## src/tpsd_pkg.sv

```systemverilog
// Package for the TGA pixel stream decoder.
// Holds register indexes, format codes, constants and the structs shared by
// the front, queue, back and top level. No dependencies.
package tpsd_pkg;

    localparam int QUEUE_DEPTH = 4;
    localparam int QUEUE_AW    = $clog2(QUEUE_DEPTH);

    typedef enum logic [1:0] {
        CFG_PIXEL_FORMAT = 2'd0,
        CFG_RUN_LENGTH   = 2'd1,
        CFG_IMAGE_WIDTH  = 2'd2,
        CFG_IMAGE_HEIGHT = 2'd3
    } t_cfg_idx;

    localparam logic [1:0] FMT_GRAY  = 2'd0;
    localparam logic [1:0] FMT_BGR   = 2'd1;
    localparam logic [1:0] FMT_BGRA  = 2'd2;
    localparam logic [1:0] FMT_SPARE = 2'd3;

    localparam logic [7:0] HDR_REPEAT   = 8'd128;
    localparam logic [7:0] REPEAT_BIAS  = 8'd127;
    localparam logic [7:0] ALPHA_OPAQUE = 8'd255;

    // one parsed byte, front to back
    typedef struct packed {
        logic       restart;
        logic       pixel;
        logic [7:0] red;
        logic [7:0] green;
        logic [7:0] blue;
        logic [7:0] alpha;
        logic       is_repeat;
        logic [7:0] run;
        logic       lit_more;
    } t_item;

    typedef struct packed {
        logic [7:0]  red;
        logic [7:0]  green;
        logic [7:0]  blue;
        logic [7:0]  alpha;
        logic [31:0] pixel_index;
        logic [7:0]  run_count;
        logic        last;
        logic        clipped;
    } t_result;

endpackage

```

## src/tpsd_front.sv

```systemverilog
// Byte parser of the TGA pixel stream decoder: packet headers, byte gathering
// and channel mapping. Emits one t_item per accepted byte. Uses tpsd_pkg.
module tpsd_front import tpsd_pkg::*; (
    input  logic       i_clk,
    input  logic       i_rst_n,
    input  logic       i_valid,
    input  logic [7:0] i_byte,
    input  logic       i_start,
    input  logic       i_full,
    input  logic [1:0] i_format,
    input  logic       i_rlc,
    output logic       o_ready,
    output logic       o_push,
    output t_item      o_item
);

    logic [1:0] r_phase, n_phase;
    logic [7:0] r_left, n_left;
    logic       r_is_repeat, n_is_repeat;
    logic [7:0] r_gath [3];
    logic [7:0] n_gath [3];

    logic       w_accept;
    logic [1:0] w_phase;
    logic [7:0] w_left;
    logic       w_rep;
    logic [7:0] w_gath [3];
    logic [2:0] w_bpp;
    logic       w_header;
    logic       w_gather;
    logic [1:0] w_idx;
    logic       w_rep_run;
    logic [7:0] w_left_dec;

    assign o_ready  = !i_full;
    assign w_accept = i_valid && !i_full;
    assign o_push   = w_accept;

    always_comb begin
        w_phase = i_start ? 2'd0 : r_phase;
        w_left  = i_start ? 8'd0 : r_left;
        w_rep   = i_start ? 1'b0 : r_is_repeat;
        for (int k = 0; k < 3; k++) begin
            w_gath[k] = i_start ? 8'd0 : r_gath[k];
        end

        case (i_format)
            FMT_GRAY: w_bpp = 3'd1;
            FMT_BGR:  w_bpp = 3'd3;
            default:  w_bpp = 3'd4;
        endcase

        w_header   = i_rlc && (w_left == 8'd0) && (w_phase == 2'd0);
        w_gather   = ({1'b0, w_phase} + 3'd1) < w_bpp;
        w_idx      = w_phase[0] ? 2'd1 : ((w_phase >= 2'd2) ? 2'd2 : 2'd0);
        w_rep_run  = i_rlc && w_rep;
        w_left_dec = w_left - 8'd1;

        n_phase     = w_phase;
        n_left      = w_left;
        n_is_repeat = w_rep;
        for (int k = 0; k < 3; k++) begin
            n_gath[k] = w_gath[k];
        end

        o_item           = '0;
        o_item.restart   = i_start;
        o_item.is_repeat = w_rep_run;
        o_item.run       = w_rep_run ? w_left : 8'd1;
        o_item.lit_more  = !w_rep_run && i_rlc && (w_left_dec != 8'd0);

        unique case (i_format)
            FMT_GRAY: begin
                o_item.red   = i_byte;
                o_item.green = i_byte;
                o_item.blue  = i_byte;
                o_item.alpha = ALPHA_OPAQUE;
            end
            FMT_BGR: begin
                o_item.blue  = w_gath[0];
                o_item.green = w_gath[1];
                o_item.red   = i_byte;
                o_item.alpha = ALPHA_OPAQUE;
            end
            default: begin
                o_item.blue  = w_gath[0];
                o_item.green = w_gath[1];
                o_item.red   = w_gath[2];
                o_item.alpha = i_byte;
            end
        endcase

        if (w_header) begin
            if (i_byte < HDR_REPEAT) begin
                n_left      = i_byte + 8'd1;
                n_is_repeat = 1'b0;
            end else begin
                n_left      = i_byte - REPEAT_BIAS;
                n_is_repeat = 1'b1;
            end
        end else if (w_gather) begin
            n_gath[w_idx] = i_byte;
            n_phase       = w_phase + 2'd1;
        end else begin
            o_item.pixel = 1'b1;
            n_phase      = 2'd0;
            if (w_rep_run) begin
                n_left = 8'd0;
            end else if (i_rlc) begin
                n_left = w_left_dec;
            end
        end
    end

    always_ff @(posedge i_clk) begin
        if (!i_rst_n) begin
            r_phase     <= 2'd0;
            r_left      <= 8'd0;
            r_is_repeat <= 1'b0;
            for (int k = 0; k < 3; k++) begin
                r_gath[k] <= 8'd0;
            end
        end else if (w_accept) begin
            r_phase     <= n_phase;
            r_left      <= n_left;
            r_is_repeat <= n_is_repeat;
            for (int k = 0; k < 3; k++) begin
                r_gath[k] <= n_gath[k];
            end
        end
    end

endmodule

```

## src/tpsd_queue.sv

```systemverilog
// Short queue of parsed items between front and back of the decoder.
// Depth set by QUEUE_DEPTH in tpsd_pkg.
module tpsd_queue import tpsd_pkg::*; (
    input  logic  i_clk,
    input  logic  i_rst_n,
    input  logic  i_push,
    input  t_item i_item,
    input  logic  i_pop,
    output logic  o_full,
    output logic  o_valid,
    output t_item o_item
);

    t_item               r_mem [QUEUE_DEPTH];
    logic [QUEUE_AW-1:0] r_wr_ptr;
    logic [QUEUE_AW-1:0] r_rd_ptr;
    logic [QUEUE_AW:0]   r_count;

    assign o_full  = (r_count == QUEUE_AW'(0) + (QUEUE_AW+1)'(QUEUE_DEPTH));
    assign o_valid = (r_count != '0);
    assign o_item  = r_mem[r_rd_ptr];

    always_ff @(posedge i_clk) begin
        if (i_push) begin
            r_mem[r_wr_ptr] <= i_item;
        end
    end

    always_ff @(posedge i_clk) begin
        if (!i_rst_n) begin
            r_wr_ptr <= '0;
            r_rd_ptr <= '0;
            r_count  <= '0;
        end else begin
            if (i_push) begin
                r_wr_ptr <= r_wr_ptr + QUEUE_AW'(1);
            end
            if (i_pop) begin
                r_rd_ptr <= r_rd_ptr + QUEUE_AW'(1);
            end
            case ({i_push, i_pop})
                2'b10:   r_count <= r_count + (QUEUE_AW+1)'(1);
                2'b01:   r_count <= r_count - (QUEUE_AW+1)'(1);
                default: r_count <= r_count;
            endcase
        end
    end

endmodule

```

## src/tpsd_back.sv

```systemverilog
// Pixel counter and result stage of the decoder: image end, run clipping,
// pixel index and the output register. Uses tpsd_pkg.
module tpsd_back import tpsd_pkg::*; (
    input  logic        i_clk,
    input  logic        i_rst_n,
    input  logic        i_valid,
    input  t_item       i_item,
    input  logic [31:0] i_total,
    input  logic        i_m_ready,
    output logic        o_pop,
    output logic        o_valid,
    output t_result     o_result
);

    logic [31:0] r_pd, n_pd;
    logic        r_fin, n_fin;
    logic        r_out_valid;
    t_result     r_out;

    logic [31:0] w_pd;
    logic        w_fin;
    logic        w_has_result;
    logic        w_out_free;
    logic [7:0]  w_run;
    logic [32:0] w_sum;
    logic [32:0] w_tot;
    logic [31:0] w_diff;
    logic        w_clip_rep;
    logic        w_clip_lit;
    logic        w_last;
    t_result     w_res;

    always_comb begin
        w_pd         = i_item.restart ? 32'd0 : r_pd;
        w_fin        = (i_item.restart ? 1'b0 : r_fin) | (w_pd >= i_total);
        w_has_result = i_valid && i_item.pixel && !w_fin;
        w_out_free   = !r_out_valid || i_m_ready;
        o_pop        = i_valid && (!w_has_result || w_out_free);

        w_run      = i_item.is_repeat ? i_item.run : 8'd1;
        w_sum      = {1'b0, w_pd} + {25'd0, w_run};
        w_tot      = {1'b0, i_total};
        w_diff     = i_total - w_pd;
        w_clip_rep = i_item.is_repeat && (w_sum > w_tot);
        w_clip_lit = !i_item.is_repeat && i_item.lit_more && (w_sum == w_tot);
        w_last     = (w_sum >= w_tot);

        w_res.red         = i_item.red;
        w_res.green       = i_item.green;
        w_res.blue        = i_item.blue;
        w_res.alpha       = i_item.alpha;
        w_res.pixel_index = w_pd;
        w_res.run_count   = w_clip_rep ? w_diff[7:0] : w_run;
        w_res.last        = w_last;
        w_res.clipped     = w_clip_rep || w_clip_lit;

        n_pd  = r_pd;
        n_fin = r_fin;
        if (o_pop) begin
            if (w_has_result) begin
                n_pd  = w_clip_rep ? i_total : w_sum[31:0];
                n_fin = w_last;
            end else begin
                n_pd  = w_pd;
                n_fin = w_fin;
            end
        end
    end

    always_ff @(posedge i_clk) begin
        if (!i_rst_n) begin
            r_pd        <= 32'd0;
            r_fin       <= 1'b0;
            r_out_valid <= 1'b0;
        end else begin
            r_pd  <= n_pd;
            r_fin <= n_fin;
            if (o_pop && w_has_result) begin
                r_out_valid <= 1'b1;
            end else if (i_m_ready) begin
                r_out_valid <= 1'b0;
            end
        end
    end

    always_ff @(posedge i_clk) begin
        if (o_pop && w_has_result) begin
            r_out <= w_res;
        end
    end

    assign o_valid  = r_out_valid;
    assign o_result = r_out;

`ifndef NO_ASSERTIONS
    a_no_overwrite: assert property (@(posedge i_clk) disable iff (!i_rst_n)
        (o_pop && w_has_result) |-> w_out_free)
        else $error("result loaded over a pending transaction");

    a_last_finishes: assert property (@(posedge i_clk) disable iff (!i_rst_n)
        (o_pop && w_has_result && w_last) |=> r_fin)
        else $error("image end not recorded after last run");

    a_clip_is_last: assert property (@(posedge i_clk) disable iff (!i_rst_n)
        (r_out_valid && r_out.clipped) |-> r_out.last)
        else $error("clipped run does not end the image");
`endif

endmodule

```

## src/tga_pixel_stream_decoder_unit.sv

```systemverilog
// Top level of the TGA pixel stream decoder: configuration registers and the
// front parser, item queue and back result stage. Uses tpsd_pkg.
//
// Takes one byte of the TGA pixel data section per transaction and returns
// RGBA runs. The input side takes a byte in every cycle while the four-entry
// queue between parser and result stage has room. After its final byte a
// result passes the queue and then the output register, which holds it while
// the downstream side stalls. One byte per cycle is sustained while results
// are taken downstream, limited by one queue pop per cycle in the result
// stage. Image size (width times height) is computed when either is written.
module tga_pixel_stream_decoder_unit import tpsd_pkg::*; (
    input  logic        i_clk,
    input  logic        i_rst_n,
    input  logic        i_cfg_wr_en,
    input  logic [1:0]  i_cfg_addr,
    input  logic [15:0] i_cfg_wdata,
    input  logic        i_s_tvalid,
    output logic        o_s_tready,
    input  logic [7:0]  i_s_tdata,   // data_byte
    input  logic        i_s_tuser,   // start_of_image
    output logic        o_m_tvalid,
    input  logic        i_m_tready,
    output logic [71:0] o_m_tdata,   // red, green, blue, alpha, pixel_index, run_count
    output logic        o_m_tlast,   // last
    output logic        o_m_tuser    // clipped
);

    logic [1:0]  r_format;
    logic        r_rlc;
    logic [15:0] r_width;
    logic [15:0] r_height;
    logic [31:0] r_total;

    logic        w_push;
    logic        w_full;
    logic        w_pop;
    logic        w_q_valid;
    t_item       w_front_item;
    t_item       w_back_item;
    t_result     w_result;

    always_ff @(posedge i_clk) begin
        if (!i_rst_n) begin
            r_format <= FMT_BGRA;
            r_rlc    <= 1'b0;
            r_width  <= 16'd1;
            r_height <= 16'd1;
            r_total  <= 32'd1;
        end else if (i_cfg_wr_en) begin
            unique case (t_cfg_idx'(i_cfg_addr))
                CFG_PIXEL_FORMAT: r_format <= i_cfg_wdata[1:0];
                CFG_RUN_LENGTH:   r_rlc    <= i_cfg_wdata[0];
                CFG_IMAGE_WIDTH: begin
                    r_width <= i_cfg_wdata;
                    r_total <= {16'd0, i_cfg_wdata} * {16'd0, r_height};
                end
                CFG_IMAGE_HEIGHT: begin
                    r_height <= i_cfg_wdata;
                    r_total  <= {16'd0, r_width} * {16'd0, i_cfg_wdata};
                end
                default: r_rlc <= r_rlc;
            endcase
        end
    end

    tpsd_front u_front (
        .i_clk    (i_clk),
        .i_rst_n  (i_rst_n),
        .i_valid  (i_s_tvalid),
        .i_byte   (i_s_tdata),
        .i_start  (i_s_tuser),
        .i_full   (w_full),
        .i_format (r_format),
        .i_rlc    (r_rlc),
        .o_ready  (o_s_tready),
        .o_push   (w_push),
        .o_item   (w_front_item)
    );

    tpsd_queue u_queue (
        .i_clk   (i_clk),
        .i_rst_n (i_rst_n),
        .i_push  (w_push),
        .i_item  (w_front_item),
        .i_pop   (w_pop),
        .o_full  (w_full),
        .o_valid (w_q_valid),
        .o_item  (w_back_item)
    );

    tpsd_back u_back (
        .i_clk     (i_clk),
        .i_rst_n   (i_rst_n),
        .i_valid   (w_q_valid),
        .i_item    (w_back_item),
        .i_total   (r_total),
        .i_m_ready (i_m_tready),
        .o_pop     (w_pop),
        .o_valid   (o_m_tvalid),
        .o_result  (w_result)
    );

    assign o_m_tdata = {w_result.run_count, w_result.pixel_index, w_result.alpha,
                        w_result.blue, w_result.green, w_result.red};
    assign o_m_tlast = w_result.last;
    assign o_m_tuser = w_result.clipped;

endmodule
```

## config.mk

```make
export PLATFORM = sky130hd
export DESIGN_NAME = tga_pixel_stream_decoder_unit
export DESIGN_NICKNAME = d
export VERILOG_FILES = /design/src/tpsd_pkg.sv /design/src/tpsd_front.sv /design/src/tpsd_queue.sv /design/src/tpsd_back.sv /design/src/tga_pixel_stream_decoder_unit.sv
export SDC_FILE = /design/constraint.sdc
export NUM_CORES = 2
export LEC_CHECK = 0
export ABC_AREA = 1
export BUFFER_PORTS_ARGS = -buffer_cell sky130_fd_sc_hd__buf_2
export CORE_MARGIN = 2
export CORE_UTILIZATION = 35
export CTS_BUF_LIST = sky130_fd_sc_hd__clkbuf_2 sky130_fd_sc_hd__clkbuf_4 sky130_fd_sc_hd__clkbuf_8
export DETAILED_ROUTE_END_ITERATION = 10
export SYNTH_ARGS = -nofsm -noshare
export SYNTH_HDL_FRONTEND = slang
export SYNTH_HIERARCHICAL = 1
export SYNTH_SLANG_ARGS = --single-unit
```

## constraint.sdc

```tcl
create_clock -name i_clk -period 17.1 [get_ports i_clk]
set_input_delay 3.42 -clock i_clk [delete_from_list [all_inputs] [get_ports i_clk]]
set_output_delay 3.42 -clock i_clk [all_outputs]
set_load 0.01 [all_outputs]
```

Word level (Yosys, flattened, before mapping)
Memory sizes are Yosys's and may differ from the RTL's. A register that Yosys moved wholly into a read port is not among the register bits.
Index checks and enable logic that the tools add are counted.
- reduce and logical (&&, ||, !) cells: 37
- add/sub/neg operators: 11
- equal/unequal tests: 8
- order comparisons: 8
- mux-type cells: 48
- bitwise gates (word level): 5
- multiply operators: 2
- operators with widths (kind ; count):
    8-bit two-way mux ; 16
    32-bit case mux with 2 select lines ; 2
    32-bit two-way mux ; 3
    16-bit by 16-bit multiplier with 32-bit output ; 2
    24-bit two-way mux ; 2
    32-bit by 8-bit adder with 33-bit output ; 1
    33-bit by 32-bit == test with 1-bit output ; 1
    33-bit by 32-bit >= comparator with 1-bit output ; 1
    33-bit by 32-bit greater-than comparator with 1-bit output ; 1
    32-bit >= comparator ; 1
    24-bit bitwise mux ; 1
    8-bit demux with 2-bit select ; 1
    1-bit logical AND ; 14
    1-bit two-way mux ; 14
    2-bit two-way mux ; 7
    3-bit case mux with 2 select lines ; 2
    2-bit AND reduction ; 5
    8-bit by 1-bit adder with 8-bit output (second input constant) ; 1
    8-bit logical NOT ; 1
    8-bit less-than comparator (second input constant) ; 1
    8-bit nonzero test ; 1
    8-bit by 1-bit subtractor with 8-bit output (second input constant) ; 1
    8-bit by 7-bit subtractor with 8-bit output (second input constant) ; 1
    8-bit subtractor ; 1
    other kinds (18) ; 38
- bits of input ports: 32
- register bits after elaboration: 193
- RAM bits: 200
- memories kept: 2
- output and inout bits: 76
- memories (name ; words ; width ; rd ports ; clocked after Yosys merged registers in ; write ports ; line ; RTL):
    u_queue.r_mem ; 4 ; 44 ; 1 ; 1 ; 1 ; tpsd_queue.sv:14 ; t_item r_mem [QUEUE_DEPTH];
    u_front.r_gath ; 3 ; 8 ; 3 ; 0 ; 3 ; tpsd_front.sv:20 ; logic [7:0] r_gath [3];

Longest topological paths before layout
- depth in word-level cells: 13
- gate-level depth with buffers: 42
- mapped depth without buffers: 36

Modules after synthesis
The synthesis kept the hierarchy.
- by module, submodules not included (module ; cells an instance ; instances ; area an instance (um^2)):
    tga_pixel_stream_decoder_unit ; 3097 ; 1 ; 21493.1
    tpsd_back ; 1048 ; 1 ; 7733.7
    tpsd_queue ; 484 ; 1 ; 7051.8
    tpsd_front ; 570 ; 1 ; 3398.3

Least setup slack after synthesis
OpenSTA, ideal clock, no wires.
- path kind: input-to-reg
- start: in i_cfg_wdata[0]
- end: reg r_total[29]
- data required time: 16991 ps
- buffers on the path: 2
- arrival time: 8445 ps
- slack: 8546 ps
- stages on the path: 25
- cell sequence: clkbuf_1 clkbuf_1 nand2_1 fa_1 fa_1 inv_1 fa_1 fa_1 fa_1 inv_1 fa_1 inv_1 ha_1 nand2_1 inv_1 nand2_1 nand2_1 nand2_1 nand2_1 a21oi_1 nand3_1 nand3_1 nand3_1 nand2_1 inv_1
- cells in the longest elaborated chain, start to end: 2
- elaborated cells on any way between the ends: 3
- those cells by class: 2 x mul; 1 x mux
- ends and longest elaborated chain (element ; line ; RTL):
    start: declaration ; tga_pixel_stream_decoder_unit.sv:16 ; input logic [15:0] i_cfg_wdata,
    16-bit by 16-bit multiplier with 32-bit output (on tied branches) ; tga_pixel_stream_decoder_unit.sv:59, tga_pixel_stream_decoder_unit.sv:55 ;
    32-bit case mux with 2 select lines * ; tga_pixel_stream_decoder_unit.sv:50 ; unique case (t_cfg_idx'(i_cfg_addr))
    end signal: assignment ; tga_pixel_stream_decoder_unit.sv:55 ; r_total <= {16'd0, i_cfg_wdata} * {16'd0, r_height};
    end signal: assignment ; tga_pixel_stream_decoder_unit.sv:59 ; r_total <= {16'd0, r_width} * {16'd0, i_cfg_wdata};
    end: declaration ; tga_pixel_stream_decoder_unit.sv:32 ; logic [31:0] r_total;
Every way passes the cells marked *; elsewhere a longest branch is shown, timed or not.
A chain may end at the register's enable or synchronous reset.

==> impl_metrics.tcl <==
set metrics [dict create \
    status "completed" \
    cap_violations 0 \
    clock_sinks 395 \
    fmax_ghz 0.108 \
    cp-end-kind "register" \
    cpMostUsedCell "nand2_1" \
    wl_mm 114 \
    required_ps 17420 \
    netlist_instances 5199 \
    netlist.area_leader.share 0.207 \
    crit_type "reg2reg" \
    crit_slowest_cell "o21ai_0" \
    grtUsageTotal 0.198 \
    grt_overflow 0 \
    setup_violations 0 \
    io_buffer_count 107 \
    synth_area_leaders "edfxtp_1 (21%), fa_1 (20%), nand2_1 (13%)" \
    synthArstFlopShare 0 \
    fillers 11719 \
    postCtsSetupRepairBufs 0 \
    synth_cell_types 54 \
    grt_max_degree 89 \
    worst-path-buf-inv 7 \
    final_nets 5889 \
    grt_pass1_wl_mm 181 \
    start_kind "register" \
    power_leakage_nw 22.4 \
    hold_viol_final 0 \
    core_area_mm2 0.112 \
    dr.pass1.iters 5 \
    timing.max_slew.rel_slack 0.199 \
    drtIter0Drc 2681 \
    slew_violations 0 \
    rows 123 \
    path_clk_slew_ps 60 \
    crit_fanout 49 \
    rsz0062_at_grt "no" \
    drcViolationCount 0 \
    cts_hold_buf 0 \
    crit_family "simple AND/OR/NAND/NOR gates" \
    synth-warning-count 6 \
    cts_tree "yes" \
    powerDensity_mw_per_mm2 116 \
    synth_fp_nets 5916 \
    synth_top_area_cell "edfxtp_1" \
    die_h_um 341 \
    ant_nets 0 \
    min_period_ps 9270 \
    fin_area_mm2 0.0428 \
    clock_latency_ps 700 \
    die_x_um 341 \
    pin_count 108 \
    start_util 0.353 \
    gp_congestion 0.927 \
    worstPathArrival_ps 9590 \
    antenna_found_initial 10 \
    h-tree-depth 3 \
    vias_per_cell 4.81 \
    vias 32417 \
    fin_util 0.381 \
    fin_tns_setup_ps 0 \
    cts-root-buf "clkbuf_8" \
    finalPower_mw 4.98 \
    numCtsBuffers 75 \
    dp.final_hpwl_mm 81.3 \
    netlist_area_mm2 0.0397 \
    clockBufferDepth 3 \
    area_growth_pct 7.89 \
    ys_ff_latch 395 \
    ys.flop_type "edfxtp_1" \
    postCtsResizedCells 0 \
    syn_avg_cell_area_um2 7.63 \
    period_share 0.542 \
    placed_cell_area_mm2 0.0412 \
    fp.dieArea_mm2 0.116 \
    drive_gt1_frac 0.0748 \
    seq_area_frac_synth 0.268 \
    clock_skew_ps 56.5 \
    vdd_drop_max_uv 109 \
    grt_pass1_vias 32381 \
    tightest_slew_ps 1200 \
    post_drt_wl_per_cell_um 16.9 \
    slowest_delay_ps 1180 \
    min_path_type "reg2reg" \
    synth-edff-count 274 \
    whs_ps 457 \
]
## metal layers
| layer | global-route usage | wire, um | up-vias |
|---|---|---|---|
| met4 | 0.0624 | 3370 | 6 |
| met3 | 0.0268 | 6330 | 191 |
| met1 | 0.267 | 51400 | 15566 |
| met2 | 0.329 | 53000 | 911 |
| li1 | - | - | 15743 |
| met5 | 0 | 37 | - |
## layout make-up
cell class / count / area [um2] / area share
antenna: 7 / 17.5 / 0.000409
clock buffer: 99 / 1270 / 0.0298
sequential: 395 / 10700 / 0.249
clock inverter: 35 / 265 / 0.00620
inverter: 1153 / 4340 / 0.101
timing repair buffer: 142 / 798 / 0.0186
multi-input combinational: 3405 / 23600 / 0.551
tap: 1500 / 1880 / 0.0438
## logic make-up (layout without fill, tap and decap cells)
group	after synthesis	after routing	share of synthesized area
xor+xnor	54	54	0.0119
other cells	0	7	0
flops	395	395	0.268
buf+inv	1399	1429	0.138
fa+ha+maj	685	685	0.290
compound gates	443	443	0.0621
simple gates	2223	2223	0.230
## worst paths after layout
| path | start | to | slack (ps) | depth (start not counted) |
|---|---|---|---|---|
| hold / removal | u_front/r_phase[1]$_SDFFE_PN0P_ | u_front/r_phase[1]$_SDFFE_PN0P_ | 460 | 2 |
| setup / recovery | register | u_back/o_result[2]$_DFFE_PP_ | 7830 | 36 |
| setup reg to reg | register | u_back/o_result[2]$_DFFE_PP_ | 7830 | 36 |
| hold reg to reg | u_front/r_phase[1]$_SDFFE_PN0P_ | u_front/r_phase[1]$_SDFFE_PN0P_ | 460 | 2 |
## state kept, by name, indices dropped and copies added (netlist names), named ones only
signal and flops:
u_back/r_pd 32, u_queue/r_rd_ptr 2, r_rlc 1, u_front/r_phase 2, u_queue/r_count 3, u_front/r_gath 24
r_format 2, u_back/o_result 74, u_queue/r_wr_ptr 2, r_height 16, r_total 32, u_front/r_left 8
r_width 16, u_front/r_is_repeat 1, u_back/o_valid 1, u_queue/r_mem 176, u_back/r_fin 1
## stage by stage
stage                     cells  worst slack (ps)
after floorplan            5199              8550
after global placement     6595              7680
after detailed placement   6595              7700
after CTS                  6729              8110
after global routing       6735              7470
final                      6736              7830
## synth_stat cells (all sizes together), types with 3 or more instances
master	count
dfxtp	121
o21ai	212
o22ai	45
fa	391
nor3	32
nand4	33
nand2	1397
edfxtp	274
clkbuf	168
or2	4
a21oi	148
o31ai	17
nand3	241
o211ai	8
ha	294
inv	1152
and2	3
nand3b	11
nor4	6
o21bai	5
buf	78
nor2	494
xor2	50
xnor2	4
## power breakdown
part           switching (mW)  leakage [nW]  internal, mW
combinational            1.85          18.0         0.823
clock                   0.461         0.816         0.514
sequential             0.0761          3.57          1.25
total                    2.39          22.4          2.59
## cells in the final DEF (no fill, tap or decap), drive strengths merged, types with 8 or more instances in the layout
| cell type | Yosys | routed |
|---|---|---|
| nand2 | 1397 | 1397 |
| inv | 1152 | 1158 |
| nor2 | 494 | 494 |
| fa | 391 | 391 |
| ha | 294 | 294 |
| edfxtp | 274 | 274 |
| nand3 | 241 | 241 |
| o21ai | 212 | 212 |
| a21oi | 148 | 148 |
| buf | 78 | 142 |
| dfxtp | 121 | 121 |
| clkbuf | 168 | 99 |
| xor2 | 50 | 50 |
| o22ai | 45 | 45 |
| nand4 | 33 | 33 |
| nor3 | 32 | 32 |
| clkinv | 1 | 26 |
| o31ai | 17 | 17 |
| nand3b | 11 | 11 |
| o211ai | 8 | 8 |
## tightest hold or removal path: cells and delay by family, from the launching register on
| family | cells | cell delay (ps) |
|---|---|---|
| simple gates | 2 | 110 |
| flops | 1 | 310 |
Power figures use the tool's default switching activity.
